**config.mk**
```make
export PLATFORM = sky130hd
export DESIGN_NAME = multichannel_hysteresis_thermostat
export DESIGN_NICKNAME = d
export VERILOG_FILES = /design/src/rtl/mht_pkg.sv /design/src/rtl/multichannel_hysteresis_thermostat.sv
export SDC_FILE = /design/constraint.sdc
export NUM_CORES = 1
export LEC_CHECK = 0
export ABC_CLOCK_PERIOD_IN_PS = 5000
export BUFFER_PORTS_ARGS = -buffer_cell sky130_fd_sc_hd__buf_2
export CAP_MARGIN = 20
export CORE_MARGIN = 1
export CORE_UTILIZATION = 30
export CTS_CLUSTER_DIAMETER = 120
export CTS_CLUSTER_SIZE = 25
export DETAILED_ROUTE_END_ITERATION = 8
export GPL_TIMING_DRIVEN = 0
export HOLD_SLACK_MARGIN = 0.15
export PLACE_DENSITY_LB_ADDON = 0.12
export RECOVER_POWER = 25
export SLEW_MARGIN = 0
export SYNTH_ARGS = -nofsm -noshare
export SYNTH_HDL_FRONTEND = slang
export SYNTH_SLANG_ARGS = --single-unit
```
**constraint.sdc**
```tcl
create_clock -name clk -period 5 [get_ports clk]
set_clock_uncertainty 0.15 [all_clocks]
set_input_delay 0.75 -clock clk [delete_from_list [all_inputs] [get_ports clk]]
set_output_delay 0.75 -clock clk [all_outputs]
set_load 0.01 [all_outputs]
```
**src/rtl/mht_pkg.sv**
```systemverilog
// Package for the multichannel hysteresis thermostat.
// Holds the controller state type, register indexes and temperature constants.
// No dependencies.
package mht_pkg;

  localparam int SumWidth   = 24;
  localparam int CountWidth = 8;
  localparam int TempWidth  = 15;
  localparam int BandWidth  = 10;
  localparam int ChanWidth  = 3;
  localparam int RelayCount = 7;
  localparam int ThrWidth   = 17;
  localparam int StepWidth  = 5;

  localparam logic [StepWidth-1:0] DivLastStep = StepWidth'(SumWidth - 1);

  localparam logic signed [TempWidth-1:0] TempMin = -15'sd4000;
  localparam logic signed [TempWidth-1:0] TempMax = 15'sd12500;
  localparam logic [SumWidth-1:0] MagMin = 24'd4000;
  localparam logic [SumWidth-1:0] MagMax = 24'd12500;

  localparam logic [BandWidth-1:0] BandReset = 10'd50;

  localparam logic RegBand = 1'b0;
  localparam logic RegAuto = 1'b1;

  typedef enum logic [2:0] {
    S_IDLE,
    S_DIV,
    S_FIX,
    S_CMP,
    S_DONE
  } state_t;

endpackage

```
**src/rtl/multichannel_hysteresis_thermostat.sv**
```systemverilog
// Multichannel hysteresis thermostat: averages a sensor report bit-serially and drives relays.
// Depends on mht_pkg for the state type and constants.
// One item is worked on at a time.
// The 24-step restoring divider retires one quotient bit per cycle.
// Reset (synchronous): all relays off, hysteresis band 50, auto mode off, no result pending.
module multichannel_hysteresis_thermostat (
  input  logic                                 clk,
  input  logic                                 rst,
  input  logic                                 cfg_we,
  input  logic                                 cfg_index,
  input  logic [mht_pkg::BandWidth-1:0]        cfg_data,
  input  logic                                 in_valid,
  output logic                                 in_ready,
  input  logic [mht_pkg::ChanWidth-1:0]        sensor_channel,
  input  logic signed [mht_pkg::SumWidth-1:0]  sample_sum,
  input  logic [mht_pkg::CountWidth-1:0]       sample_count,
  input  logic signed [mht_pkg::TempWidth-1:0] target_temp,
  output logic                                 out_valid,
  input  logic                                 out_ready,
  output logic [7:0]                           relay_bits,
  output logic signed [mht_pkg::TempWidth-1:0] average_temp
);

  mht_pkg::state_t state, state_next;

  logic [mht_pkg::BandWidth-1:0]        band;
  logic                                 auto_mode;
  logic [mht_pkg::RelayCount-1:0]       relay_state;
  logic [mht_pkg::ChanWidth-1:0]        chan;
  logic [mht_pkg::CountWidth-1:0]       divisor;
  logic signed [mht_pkg::TempWidth-1:0] target;
  logic                                 sum_neg;
  logic [mht_pkg::SumWidth-1:0]         dvd;
  logic [mht_pkg::CountWidth-1:0]       rem;
  logic [mht_pkg::StepWidth-1:0]        step;
  logic signed [mht_pkg::TempWidth-1:0] avg;
  logic signed [mht_pkg::ThrWidth-1:0]  thr_lo;
  logic signed [mht_pkg::ThrWidth-1:0]  thr_hi;

  logic                                 in_xfer;
  logic                                 out_load;
  logic [mht_pkg::CountWidth+1:0]       trial;
  logic [mht_pkg::SumWidth-1:0]         sum_mag;
  logic signed [mht_pkg::ThrWidth-1:0]  avg_wide;
  logic signed [mht_pkg::ThrWidth-1:0]  target_wide;
  logic signed [mht_pkg::ThrWidth-1:0]  band_wide;

  assign in_xfer  = in_valid && in_ready;
  assign out_load = (state == mht_pkg::S_DONE) && (!out_valid || out_ready);
  assign trial    = {1'b0, rem, dvd[mht_pkg::SumWidth-1]} - {2'b00, divisor};
  assign sum_mag  = sample_sum[mht_pkg::SumWidth-1] ? mht_pkg::SumWidth'(-sample_sum)
                                                     : mht_pkg::SumWidth'(sample_sum);
  assign avg_wide    = mht_pkg::ThrWidth'(avg);
  assign target_wide = mht_pkg::ThrWidth'(target);
  assign band_wide   = mht_pkg::ThrWidth'({1'b0, band});

  always_ff @(posedge clk) begin
    if (rst) begin
      state <= mht_pkg::S_IDLE;
    end else begin
      state <= state_next;
    end
  end

  always_comb begin
    state_next = state;
    in_ready   = 1'b0;
    unique case (state)
      mht_pkg::S_IDLE: begin
        in_ready = 1'b1;
        if (in_valid) begin
          state_next = mht_pkg::S_DIV;
        end
      end
      mht_pkg::S_DIV: begin
        if (step == mht_pkg::DivLastStep) begin
          state_next = mht_pkg::S_FIX;
        end
      end
      mht_pkg::S_FIX: state_next = mht_pkg::S_CMP;
      mht_pkg::S_CMP: state_next = mht_pkg::S_DONE;
      mht_pkg::S_DONE: begin
        if (!out_valid || out_ready) begin
          state_next = mht_pkg::S_IDLE;
        end
      end
      default: state_next = mht_pkg::S_IDLE;
    endcase
  end

  always_ff @(posedge clk) begin
    if (rst) begin
      band      <= mht_pkg::BandReset;
      auto_mode <= 1'b0;
    end else if (cfg_we) begin
      unique case (cfg_index)
        mht_pkg::RegBand: band      <= cfg_data;
        mht_pkg::RegAuto: auto_mode <= cfg_data[0];
        default: ;
      endcase
    end
  end

  always_ff @(posedge clk) begin
    if (in_xfer) begin
      chan    <= sensor_channel;
      divisor <= sample_count;
      target  <= target_temp;
      sum_neg <= sample_sum[mht_pkg::SumWidth-1];
      dvd     <= sum_mag;
      rem     <= '0;
      step    <= '0;
    end else if (state == mht_pkg::S_DIV) begin
      step <= step + 1'b1;
      if (trial[mht_pkg::CountWidth+1]) begin
        rem <= {rem[mht_pkg::CountWidth-2:0], dvd[mht_pkg::SumWidth-1]};
        dvd <= {dvd[mht_pkg::SumWidth-2:0], 1'b0};
      end else begin
        rem <= trial[mht_pkg::CountWidth-1:0];
        dvd <= {dvd[mht_pkg::SumWidth-2:0], 1'b1};
      end
    end
  end

  always_ff @(posedge clk) begin
    if (state == mht_pkg::S_FIX) begin
      thr_lo <= target_wide - band_wide;
      thr_hi <= target_wide + band_wide;
      priority if (divisor == '0) begin
        avg <= '0;
      end else if (sum_neg) begin
        avg <= (dvd > mht_pkg::MagMin) ? mht_pkg::TempMin
                                       : mht_pkg::TempWidth'(-dvd[mht_pkg::TempWidth-1:0]);
      end else begin
        avg <= (dvd > mht_pkg::MagMax) ? mht_pkg::TempMax
                                       : mht_pkg::TempWidth'(dvd[mht_pkg::TempWidth-1:0]);
      end
    end
  end

  always_ff @(posedge clk) begin
    if (rst) begin
      relay_state <= '0;
    end else if (state == mht_pkg::S_CMP && divisor != '0 && chan != '0) begin
      priority if (avg_wide < thr_lo) begin
        relay_state[chan - 1'b1] <= 1'b1;
      end else if (avg_wide > thr_hi) begin
        relay_state[chan - 1'b1] <= 1'b0;
      end
    end
  end

  always_ff @(posedge clk) begin
    if (rst) begin
      out_valid <= 1'b0;
    end else if (out_load) begin
      out_valid <= 1'b1;
    end else if (out_ready) begin
      out_valid <= 1'b0;
    end
  end

  always_ff @(posedge clk) begin
    if (out_load) begin
      relay_bits   <= {auto_mode, relay_state};
      average_temp <= avg;
    end
  end

  a_accept_starts_divide: assert property (@(posedge clk) disable iff (rst)
    in_xfer |=> (state == mht_pkg::S_DIV) && (step == '0))
    else $error("Accepted report did not start the divider.");

  a_divide_length: assert property (@(posedge clk) disable iff (rst)
    (state == mht_pkg::S_DIV) && (step == mht_pkg::DivLastStep) |=> state == mht_pkg::S_FIX)
    else $error("Divider did not finish after its last step.");

  a_remainder_bound: assert property (@(posedge clk) disable iff (rst)
    (state == mht_pkg::S_DIV) && (divisor != '0) |-> rem < divisor)
    else $error("Divider remainder reached the divisor.");

  a_relays_change_in_compare: assert property (@(posedge clk) disable iff (rst)
    (state != mht_pkg::S_CMP) |=> $stable(relay_state))
    else $error("Relay state changed outside the compare step.");

  a_result_after_done: assert property (@(posedge clk) disable iff (rst)
    out_load |=> out_valid && (state == mht_pkg::S_IDLE))
    else $error("Result load did not raise the output valid.");

endmodule

```
Word-level counts from Yosys, hierarchy flattened
Index checks and enable logic that the tools add are counted.
{ "word_totals": {"register_bits": 158, "output_inout_bits": 25} }
{ "op_classes": {"n_addsub": 7, "magnitude_cmp": 6, "eq_ne": 8, "n_mux": 19, "bitwise": 4, "reduce_logical": 18} }
{ "op_table": {"columns": ["operator", "n"], "rows": [
  ["$mux W24", 3],
  ["$mux W15", 3],
  ["$gt A24 B12 Y1 const B", 1],
  ["$gt A24 B14 Y1 const B", 1],
  ["$neg A24 Y24", 1],
  ["$gt A15 B17 Y1", 1],
  ["$lt A15 B17 Y1", 1],
  ["$add A15 B11 Y16", 1],
  ["$sub A15 B11 Y16", 1],
  ["$neg A15 Y15", 1],
  ["$pmux W3 S5", 1],
  ["$mux W7", 2],
  ["$sub A9 B8 Y10", 1],
  ["$mux W3", 3],
  ["$logic_not A8 Y1", 1],
  ["$mux W8", 1],
  ["$reduce_bool A8 Y1", 1],
  ["$and A7 B7 Y7", 1],
  ["$not A7 Y7", 1],
  ["$or A7 B7 Y7", 1],
  ["$eq A3 B2 Y1 const B", 2],
  ["$reduce_and A2 Y1", 3],
  ["$reduce_bool A2 Y1", 3],
  ["$add A5 B1 Y5 const B", 1],
  ["other kinds (17)", 26]
]} }

Longest topological paths before layout
Gate-level depths: netlist of run 1.
{ "logic_depth": {"depth_word": 9, "depth_mapped": 10} }

Worst setup path after synthesis of run 1
No wires, ideal clock.
{ "synth_timing": {"path_type": "reg-to-reg", "startpoint": "register state[2]", "endpoint": "register avg[0] in the netlist's numbering, enable pin", "setup_time_ps": 516, "t_arrival_ps": 3900, "setup_slack_ps": 434, "stages_incl_launch_ff": 3, "n_path_buf": 1, "period_less_slack_ps": 4566, "path_cell_list": "dfxtp_1 -> clkbuf_1 -> nor3b_1"} }
{ "synth_between": {"elab_chain_len": 1} }
{ "synth_lines": {"columns": ["element", "line", "source"], "rows": [
  ["from (decl)", "multichannel_hysteresis_thermostat.sv:24", "mht_pkg::state_t state, state_next;"],
  ["from (signal assigned)", "multichannel_hysteresis_thermostat.sv:59", "state <= mht_pkg::S_IDLE;"],
  ["from (signal assigned)", "multichannel_hysteresis_thermostat.sv:61", "state <= state_next;"],
  ["$eq A3 B2 Y1", "multichannel_hysteresis_thermostat.sv:126", "if (state == mht_pkg::S_FIX) begin"],
  ["to (signal assigned)", "multichannel_hysteresis_thermostat.sv:132", "avg <= (dvd > mht_pkg::MagMin) ? mht_pkg::TempMin"],
  ["to (signal assigned)", "multichannel_hysteresis_thermostat.sv:135", "avg <= (dvd > mht_pkg::MagMax) ? mht_pkg::TempMax"],
  ["to (decl)", "multichannel_hysteresis_thermostat.sv:36", "logic signed [mht_pkg::TempWidth-1:0] avg;"]
]} }
No other way between the ends.
A chain may end at the register's enable or synchronous reset.

Worst setup path after layout of run 1
{ "layout_timing": {"startpoint": "register band[1] in the netlist's numbering", "endpoint": "register thr_lo[11] in the netlist's numbering (data pin)"} }
{ "layout_between": {"elab_chain_len": 1} }
{ "layout_lines": {"columns": ["element", "line", "source"], "rows": [
  ["from (decl)", "multichannel_hysteresis_thermostat.sv:26", "logic [mht_pkg::BandWidth-1:0] band;"],
  ["from (signal assigned)", "multichannel_hysteresis_thermostat.sv:93", "band <= mht_pkg::BandReset;"],
  ["from (signal assigned)", "multichannel_hysteresis_thermostat.sv:97", "mht_pkg::RegBand: band <= cfg_data;"],
  ["$sub A15 B11 Y16", "multichannel_hysteresis_thermostat.sv:127", "thr_lo <= target_wide - band_wide;"],
  ["to (signal assigned)", "multichannel_hysteresis_thermostat.sv:127", null],
  ["to (decl)", "multichannel_hysteresis_thermostat.sv:37", "logic signed [mht_pkg::ThrWidth-1:0] thr_lo;"]
]} }
No other way between the ends.

==> flow_summary.yaml, run 1 <==
outcome:
  outcome: "finished clean"
synth:
  synth_area_um2: 8630
  netlist.area_leader.share: 0.418
  synthDistinctLibCells: 60
  async_flop_share: 0
  ys_seq_elements: 155
  yosysWarnings: 0
  syn_area_per_cell_um2: 10.2
  ys.flop_type: "edfxtp_1"
  seq_area_frac_synth: 0.499
  synth_edf_count: 120
  synth.area.top_cells: "edfxtp_1 42%, ha_1 9.3%, dfxtp_1 8.1%"
  yosysTopAreaCell: "edfxtp_1"
  syn_nets: 979
  synth.cells.most_frequent: "120 x edfxtp_1, 84 x inv_1, 81 x nand2_1"
  syn_inst: 846
  yosysMostFrequentCell: "edfxtp_1"
power:
  p_sw_frac: 0.261
  switchingPower_w: 0.000892
  p_per_area_nw_per_um2: 333
  pwr-share-seq: 0.454
  leakagePower_nw: 3.97
  clkPwrFrac: 0.390
  intPower_w: 0.00252
  combPwrFrac: 0.157
  peakVddDrop_mv: 0.208
floorplan:
  die-height_um: 172
  placementRows: 61
  io_pins: 91
  coreArea_um2: 28000
  die_width_um: 172
  die_area_um2: 29400
  initial_utilization: 0.308
layout:
  antenna_cells: 0
  nNetsFinal: 1094
  final_area_um2: 10200
  fillers: 2848
  area_growth_pct: 18.7
  layout-drive-gt1-share: 0.129
cts:
  cts_made_buffers: 17
  clock-sinks: 155
  clk_pin_slew_ns: 0.06
  htree_levels: 4
  post_cts_resized: 0
  ctsHoldBuffers: 0
  root_buffer: "clkbuf_16"
  cts_tree: "done"
  cts_buffer_depth: 2
  cts_setup_buffers: 0
  insertion_delay_ns: 0.43
setup_path:
  cp_data_arrival_time_ns: 3.13
  r2r_start: "band[1]"
  worstPathMaxFanout: 3
  critPathLaunchType: "flip-flop"
  ff2ff_path_depth: 9
  regToRegSetupSlack_ns: 1.88
  worstReg2RegEnd: "thr_lo[11]"
  crit_path_end_kind: "flip-flop"
  required_ns: 5.01
  critical_path_class: "flip-flop to flip-flop"
grt:
  use_met2: 0.224
  met3_usage: 0.0301
  grt_overflow: 0
  grt_use_met1: 0.203
  grt_usage: 0.145
  grt_most_used_layer: "met2"
  antenna_found_initial: 0
  grt_max_degree: 30
  grt_pass1_wl_um: 32600
  grt_pass1_vias: 6194
detailed_routing:
  first_iter_violations: 308
  wl_per_cell_um: 14.8
  vias: 6352
  firstDrtPassIters: 6
  ant_nets: 0
  post-route-drc-count: 0
  totalWireLength_um: 20000
  via_per_inst: 4.70
placed_design:
  dpl_cell_area_um2: 9630
  dp_hpwl_um: 15300
  port_buffers: 90
  gp_congestion: 0.816
  dp_slack_ns: 1.79
sta:
  drv_slew: 0
  hold_viol: 0
  maxSlewHeadroom: 0.372
  worst_pin_slew_ns: 0.940
  rsz0062_at_grt: "false"
  period_share: 0.624
  max_freq_ghz: 0.321
  finalSetupViolations: 0
  worst_slack_ns: 1.88
  finalCriticalPeriod_ns: 3.12
min_path:
  min_path_type: "flip-flop to flip-flop"
  whs_path_depth: 0
  min_to: "relay_bits[5]"
job:
  drv_cap: 0
[how the worst max path moves through the flow]
stage | end | startpoint | depth (start not counted) | slack, ns
6_report | thr_lo[11] | band[1] | 9 | 1.88
5_1_grt | thr_lo[11] | band[1] | 9 | 1.55
4_1_cts | thr_lo[11] | band[1] | 9 | 1.85
3_5_place_dp | dvd[18] | sample_sum[8] | 9 | 1.79
3_3_place_gp | thr_lo[11] | state[2] | 2 | -1.14
2_1_floorplan | avg[0] | state[2] | 2 | 0.43
[area by class of cell]
type	count	area [um2]	area share
buffer	22	83.8	0.00818
clock buffer	21	460	0.0449
clock inverter	11	144	0.0140
inverter	85	319	0.0311
multi-input combinational	584	3930	0.383
sequential	155	4300	0.420
tap	378	473	0.0462
timing repair buffer	96	533	0.0520
[sequential cells by signal (all words and copies together) (netlist names), named ones only]
register,count
relay_bits,8
auto_mode,1
divisor,8
out_valid,1
average_temp,15
rem,8
band,10
dvd,24
thr_hi,15
step,5
sum_neg,1
target,15
avg,15
state,3
thr_lo,16
chan,3
[worst max-delay path, cell delays in order, from the launching register on]
cell and delay, ns:
dfxtp_1 0.39, inv_1 0.11, ha_1 0.31, nor2b_1 0.13, o21ai_0 0.25, a211oi_1 0.15, a2111oi_0 0.54, o21ai_0 0.37
a211oi_1 0.36, xor2_1 0.10
[logic make-up (layout without fill, tap and decap cells)]
group	after synthesis	count (layout)	share of synthesized area
AOI/OAI and AO/OA	188	188	0.140
xor gates and xnor gates	51	51	0.0518
adders and majority gates	67	67	0.0998
buffers and inverters	107	235	0.0465
DFF	155	155	0.499
muxes	9	9	0.0104
and+or+nand+nor	269	269	0.153
[power groups by stage]
stage | clock network (W) | logic (W) | registers, W
floorplan | 0 | 0.000392 | 0.00155
global placement | 0 | 0.000528 | 0.00158
detailed placement | 0 | 0.000534 | 0.00158
CTS | 0.00138 | 0.000539 | 0.00155
global route | 0.00142 | 0.000616 | 0.00156
finish | 0.00133 | 0.000534 | 0.00155
[per-stage QoR]
stage	instances	hold slack, ns	total power (W)	util	setup TNS [ns]
floorplan	846	0.252	0.00195	-	0
global placement	1314	0.263	0.00211	0.341	-52.21
detailed placement	1319	0.269	0.00211	0.344	0
CTS	1351	0.283	0.00347	0.365	0
global route	1352	0.296	0.00360	0.366	0
finish	1352	0.282	0.00341	0.366	0
[per-layer routing]
| metal | vias to the layer above | share of wire |
|---|---|---|
| li1 | 3271 | - |
| met1 | 2987 | 0.51 |
| met2 | 81 | 0.45 |
| met3 | 13 | 0.029 |
| met4 | 0 | 0.011 |
| met5 | - | 0 |
[placed cells by master (no fill, tap or decap), types with 5 or more instances in the layout]
cell / instances
ha_1: 64
o31ai_1: 12
nor4_1: 13
a31oi_1: 6
nor2_1: 55
a21oi_1: 44
a211oi_1: 7
mux2i_1: 9
xnor2_1: 18
nand2b_1: 16
or3_1: 12
o211ai_1: 5
xor2_1: 33
o21ai_1: 8
clkbuf_1: 33
or2_2: 5
nor2b_1: 16
nand3_1: 19
dfxtp_1: 35
o21ai_0: 52
o21bai_1: 7
nor3_1: 20
clkbuf_16: 17
inv_1: 84
buf_2: 79
nand4_1: 8
nand2_1: 81
o21a_1: 6
edfxtp_1: 120
Power figures use the tool's default switching activity.
==> run 2, diff against run 1 <==
--- a/config.mk
+++ b/config.mk
@@ -5,7 +5,8 @@
 export SDC_FILE = /design/constraint.sdc
 export NUM_CORES = 1
 export LEC_CHECK = 0
-export ABC_CLOCK_PERIOD_IN_PS = 5000
+export ABC_AREA = 1
+export ABC_CLOCK_PERIOD_IN_PS = 3200
 export BUFFER_PORTS_ARGS = -buffer_cell sky130_fd_sc_hd__buf_2
 export CAP_MARGIN = 20
 export CORE_MARGIN = 1
==> constraint.sdc (replaced) <==
create_clock -name clk -period 3.2 [get_ports clk]
set_clock_uncertainty 0.15 [all_clocks]
set_input_delay 0.48 -clock clk [delete_from_list [all_inputs] [get_ports clk]]
set_output_delay 0.48 -clock clk [all_outputs]
set_load 0.01 [all_outputs]
==> run 2 against run 1 <==
Net effect: the flow now finishes with violations (capacitance limit, slew limit); critical path depth shrank 2; final area grew 4.6%; count of clock-buffer cells in the layout is the same; power grew 76%; critical endpoint is now dvd[12]; largest power group unchanged.
==> flow_summary.yaml, run 2 <==
layout:
  nNetsFinal: 1279
  layout-drive-gt1-share: 0.123
  fin_cells: 1541
  final_common_cell: "nand2_1"
  top_register: "dvd"
  utilization: 0.371
  final_cell_mix: "213 x nand2_1, 152 x inv_1, 120 x edfxtp_1"
  final_area_um2: 10700
  antenna_cells: 0
  area_growth_pct: 20.9
  largest_register_ffs: 24
  top_regs: "dvd x24, thr_lo x16"
cts:
  cts_buffer_depth: 2
  clk_pin_slew_ns: 0.06
  post_cts_resized: 0
  ctsHoldBuffers: 30
  htree_levels: 4
  root_buffer: "clkbuf_16"
  insertion_delay_ns: 0.43
  cts_made_buffers: 17
  cts_tree: "done"
  clock-sinks: 155
  cts_setup_buffers: 0
sta:
  finalCriticalPeriod_ns: 2.60
  rsz0062_at_grt: "false"
  period_share: 0.813
  max_freq_ghz: 0.385
  maxSlewHeadroom: -0.0247
  hold_viol: 0
  tns_ns: 0
  worst_pin_slew_ns: 1.52
  drv_slew: 7
  finalSetupViolations: 0
grt:
  grt_pass1_vias: 6752
  grt_usage: 0.144
  grt_pass1_wl_um: 34300
  grt_overflow: 0
  antenna_found_initial: 0
  grt_max_degree: 37
synth:
  synthMuxAreaShare: 0
  syn_nets: 1137
  synth_edf_count: 120
  synth_area_um2: 8870
  ys_seq_elements: 155
  async_flop_share: 0
  ys.flop_type: "edfxtp_1"
  synthDistinctLibCells: 46
  synthAdderAreaFrac: 0.0971
  syn_area_per_cell_um2: 8.83
  yosysWarnings: 0
  seq_area_frac_synth: 0.485
  synth.area.top_cells: "edfxtp_1 41%, ha_1 9.0%, nand2_1 9.0%"
  yosys.area_share.xor_xnor: 0.0464
  yosysMostFrequentCell: "nand2_1"
  synth-simple-area-share: 0.192
  synth_top_family_by_area: "simple AND/OR/NAND/NOR gates"
  netlist.area_leader.share: 0.406
  syn_inst: 1004
  synth.cells.most_frequent: "213 x nand2_1, 152 x inv_1, 120 x edfxtp_1"
  yosysTopAreaCell: "edfxtp_1"
  synth_compound_area_frac: 0.102
setup_path:
  crit_slowest_cell: "inv_1"
  cp_common_cell: "inv_1"
  cp_cell_sequence: "nor2_1, inv_1, nor2_1, nand2_1, inv_1, nor2_2, inv_1"
  crit_family: "buffers and inverters"
  slowest_delay_ns: 0.76
  ff2ff_path_depth: 7
  regToRegSetupSlack_ns: 0.60
  critPathCapture: "dvd[12]"
  r2r_start: "state[0]"
  worstPathMaxFanout: 26
  crit_cells: 7
  critical_path_class: "flip-flop to flip-flop"
  cp_data_arrival_time_ns: 2.49
  crit_path_end_kind: "flip-flop"
  required_ns: 3.09
  critPathLaunchType: "flip-flop"
  worstReg2RegEnd: "dvd[12]"
  cp_num_buf_inv: 3
  setup.worst_path.start: "state[0]"
floorplan:
  initial_utilization: 0.307
  die_area_um2: 30200
  io_pins: 91
  placementRows: 62
  die-height_um: 174
  die_width_um: 174
  coreArea_um2: 28900
power:
  clkPwrFrac: 0.345
  p_sw_frac: 0.303
  switchingPower_w: 0.00182
  combPwrFrac: 0.214
  pwr-share-seq: 0.440
  intPower_w: 0.00418
  leakagePower_nw: 4.68
  p_per_area_nw_per_um2: 560
  peakVddDrop_mv: 0.342
detailed_routing:
  vias: 6911
  totalWireLength_um: 21100
  via_per_inst: 4.48
  ant_nets: 0
  wl_per_cell_um: 13.7
  first_iter_violations: 369
  post-route-drc-count: 0
  firstDrtPassIters: 4
min_path:
  min_path_type: "input pin to flip-flop"
  whs_path_depth: 3
placed_design:
  dp.cells: 1481
  gp_congestion: 0.844
  dp_hpwl_um: 15900
  port_buffers: 90
  dpl_cell_area_um2: 9860
job:
  drv_cap: 1
outcome:
  violations: "capacitance limit, slew limit"
  outcome: "finished with violations"
run 2: cell count changes after synthesis, sizes merged, moves of 10 or more:
| cell | previous run | this run |
|---|---|---|
| nand2 | 81 | 215 |
| inv | 84 | 155 |
| nor2 | 56 | 87 |
| a21oi | 44 | 70 |
| nand3 | 19 | 45 |
| nand2b | 16 | 0 |
| nor2b | 16 | 0 |
| clkbuf | 21 | 9 |
| or3 | 12 | 0 |
| buf | 1 | 11 |
run 2: per-layer routing:
layer	up-vias	GRT usage	part of all wire
met5	-	0	0
met3	16	0.0280	0.045
li1	3619	-	-
met1	3138	0.203	0.51
met4	0	0.0457	0.0093
met2	138	0.222	0.44
run 2: worst min path at each step:
stage | from | end | slack [ns]
floorplan | flip-flop | relay_bits[0] | 0.26
global placement | auto_mode | relay_bits[7] | 0.27
detailed placement | flip-flop | relay_bits[5] | 0.27
CTS | sample_sum[23] | sum_neg | 0.16
global route | cfg_data[8] | band[8] | 0.18
finish | cfg_data[6] | band[6] | 0.18
run 2: cell families after synthesis:
logic type                 Yosys count
xor gates and xnor gates            47
DFF                                155
adders and majority gates           67
and+or+nand+nor                    396
AOI/OAI and AO/OA                  163
buffers and inverters              176
run 2: per-stage QoR:
stage                     setup WS, ns  power [W]  hold WS (ns)
after CTS                        0.490    0.00609         0.163
after floorplan                  0.147    0.00356         0.258
after global placement          -0.940    0.00395         0.270
after global routing             0.315    0.00637         0.180
after detailed placement         0.524    0.00396         0.271
final                            0.600    0.00600         0.179
run 2: area by class of cell:
| class | count | area [um2] |
|---|---|---|
| Fill cell | 3047 | 18100 |
| Clock inverter | 9 | 108 |
| Multi-Input combinational cell | 673 | 3880 |
| Timing Repair Buffer | 123 | 773 |
| Sequential cell | 155 | 4300 |
| Inverter | 156 | 586 |
| Buffer | 20 | 100 |
| Tap cell | 384 | 480 |
| Clock buffer | 21 | 483 |
run 2: power by group through the flow:
| stage | clock, W | sequential (W) | combinational, W |
|---|---|---|---|
| final | 0.00207 | 0.00264 | 0.00129 |
| after floorplan | 0 | 0.00263 | 0.000932 |
| after CTS | 0.00213 | 0.00265 | 0.00131 |
| after global placement | 0 | 0.00270 | 0.00126 |
| after detailed placement | 0 | 0.00269 | 0.00127 |
| after global routing | 0.00220 | 0.00267 | 0.00149 |
run 2: worst reg2reg max path, delay by kind of cell (launching register included):
| kind | cells | cell delay (ns) |
|---|---|---|
| buf+inv | 3 | 1.15 |
| flops | 1 | 0.35 |
| simple gates | 4 | 0.56 |
==> run 3, diff against run 2 <==
--- a/config.mk
+++ b/config.mk
@@ -5,8 +5,8 @@
 export SDC_FILE = /design/constraint.sdc
 export NUM_CORES = 1
 export LEC_CHECK = 0
-export ABC_AREA = 1
-export ABC_CLOCK_PERIOD_IN_PS = 3200
+export ABC_AREA = 0
+export ABC_CLOCK_PERIOD_IN_PS = 2400
 export BUFFER_PORTS_ARGS = -buffer_cell sky130_fd_sc_hd__buf_2
 export CAP_MARGIN = 20
 export CORE_MARGIN = 1
==> constraint.sdc (replaced) <==
create_clock -name clk -period 2.4 [get_ports clk]
set_clock_uncertainty 0.15 [all_clocks]
set_input_delay 0.36 -clock clk [delete_from_list [all_inputs] [get_ports clk]]
set_output_delay 0.36 -clock clk [all_outputs]
set_load 0.01 [all_outputs]
==> run 3 against run 2 <==
Net effect: the flow finishes with violations (setup timing); power up 24%; sequential power up 22%; combinational power up 13%; die area down 2.7%; critical path type unchanged.
==> flow_summary.yaml, run 3 (synthesis gave the netlist of run 1 again) <==
outcome:
  outcome: "finished with violations"
  violations: "setup timing"
grt:
  antenna_found_initial: 0
  grt_max_degree: 37
  grt_overflow: 0
  grt_pass1_wl_um: 33900
  grt_usage: 0.150
  grt_pass1_vias: 6467
sta:
  hold_viol: 0
  max_freq_ghz: 0.369
  finalCriticalPeriod_ns: 2.71
  maxSlewHeadroom: 0.423
  drv_slew: 0
  period_share: 1.13
  worst_slack_ns: -0.310
  finalSetupViolations: 30
  tns_ns: -4.43
  worst_pin_slew_ns: 0.865
  rsz0062_at_grt: "true"
cts:
  insertion_delay_ns: 0.42
  cts_tree: "done"
  root_buffer: "clkbuf_16"
  cts_made_buffers: 17
  clock-sinks: 155
  htree_levels: 4
  clk_pin_slew_ns: 0.07
  cts_buffer_depth: 2
layout:
  final_area_um2: 11500
  nNetsFinal: 1163
  top_regs: "dvd x24, thr_lo x16"
  utilization: 0.412
  top_register: "dvd"
  regArea_um2: 4310
  final_common_cell: "edfxtp_1"
  area_growth_pct: 33.6
  multiInputGateArea_um2: 4570
  largest_register_ffs: 24
  antenna_cells: 0
  fillers: 2750
  layout-drive-gt1-share: 0.243
  final_cell_mix: "120 x edfxtp_1, 79 x nand2_1, 76 x inv_1, 76 x buf_2, 53 x ha_1"
job:
  drv_cap: 0
floorplan:
  coreArea_um2: 28000
  initial_utilization: 0.308
  die-height_um: 172
  placementRows: 61
  die_area_um2: 29400
  io_pins: 91
  die_width_um: 172
detailed_routing:
  wl_per_cell_um: 15.2
  totalWireLength_um: 21600
  via_per_inst: 4.71
  vias: 6687
  first_iter_violations: 348
  ant_nets: 0
  post-route-drc-count: 0
  firstDrtPassIters: 4
setup_path:
  worstPathMaxFanout: 4
  crit_path_end_kind: "flip-flop"
  required_ns: 2.52
  critPathLaunchType: "flip-flop"
  critical_path_class: "flip-flop to flip-flop"
  cp_data_arrival_time_ns: 2.83
power:
  peakVddDrop_mv: 0.437
  leakagePower_nw: 4.37
  p_per_area_nw_per_um2: 643
  total_power_w: 0.00742
placed_design:
  dp_hpwl_um: 15500
  gp_congestion: 0.789
  dpl_cell_area_um2: 9670
  port_buffers: 90
min_path:
  min_path_type: "input pin to flip-flop"
run 3: metrics by stage:
step,std cells,hold WS [ns],setup WS [ns]
after global placement,1314,0.262,-0.732
final,1421,0.170,-0.310
after floorplan,846,0.252,-0.182
after CTS,1410,0.160,-0.332
after detailed placement,1317,0.266,-0.706
after global routing,1421,0.166,-0.409
run 3: final timing paths:
path / slack [ns] / end / cells past startpoint / start
worst max register to register: -0.31 / avg[7] / 8 / dvd[0]
worst min register to register: 0.28 / relay_bits[2] / 0 / flip-flop
worst max-delay path: -0.31 / avg[7] / 8 / dvd[0]
worst min-delay path: 0.17 / flip-flop / 3 / rst
run 3: area by class of cell:
type	instances	area share
Inverter	85	0.0281
Clock buffer	18	0.0381
Timing Repair Buffer	166	0.102
Sequential cell	155	0.374
Clock inverter	14	0.0132
Tap cell	378	0.0410
Buffer	20	0.00770
Multi-Input combinational cell	585	0.397
run 3: routing by layer:
layer,wire (um),global-route usage
met1,10900,0.208
met2,9990,0.240
met3,501,0.0299
met4,178,0.0365
met5,0,0
run 3: where the power goes:
| group | leakage [nW] | internal [W] | switching (W) |
|---|---|---|---|
| logic | 2.68 | 0.000664 | 0.000796 |
| clock network | 0.287 | 0.00150 | 0.00122 |
| registers | 1.40 | 0.00309 | 0.000141 |
run 3: timing repair:
action,4_1_cts,5_1_grt
pin swaps,45,40
setup buffers,19,13
endpoints found under the hold margin,40,0
gates cloned,1,0
resized for setup,73,80
setup endpoints to repair,105,94
hold buffers,42,0
run 3: critical path, stage by stage (launching register included):
cell      delay, ns
edfxtp_1       0.44
inv_2          0.10
ha_4           0.13
or4b_4         0.44
a21o_1         0.19
a211o_1        0.29
or2_4          0.28
or3_4          0.35
a31oi_4        0.17
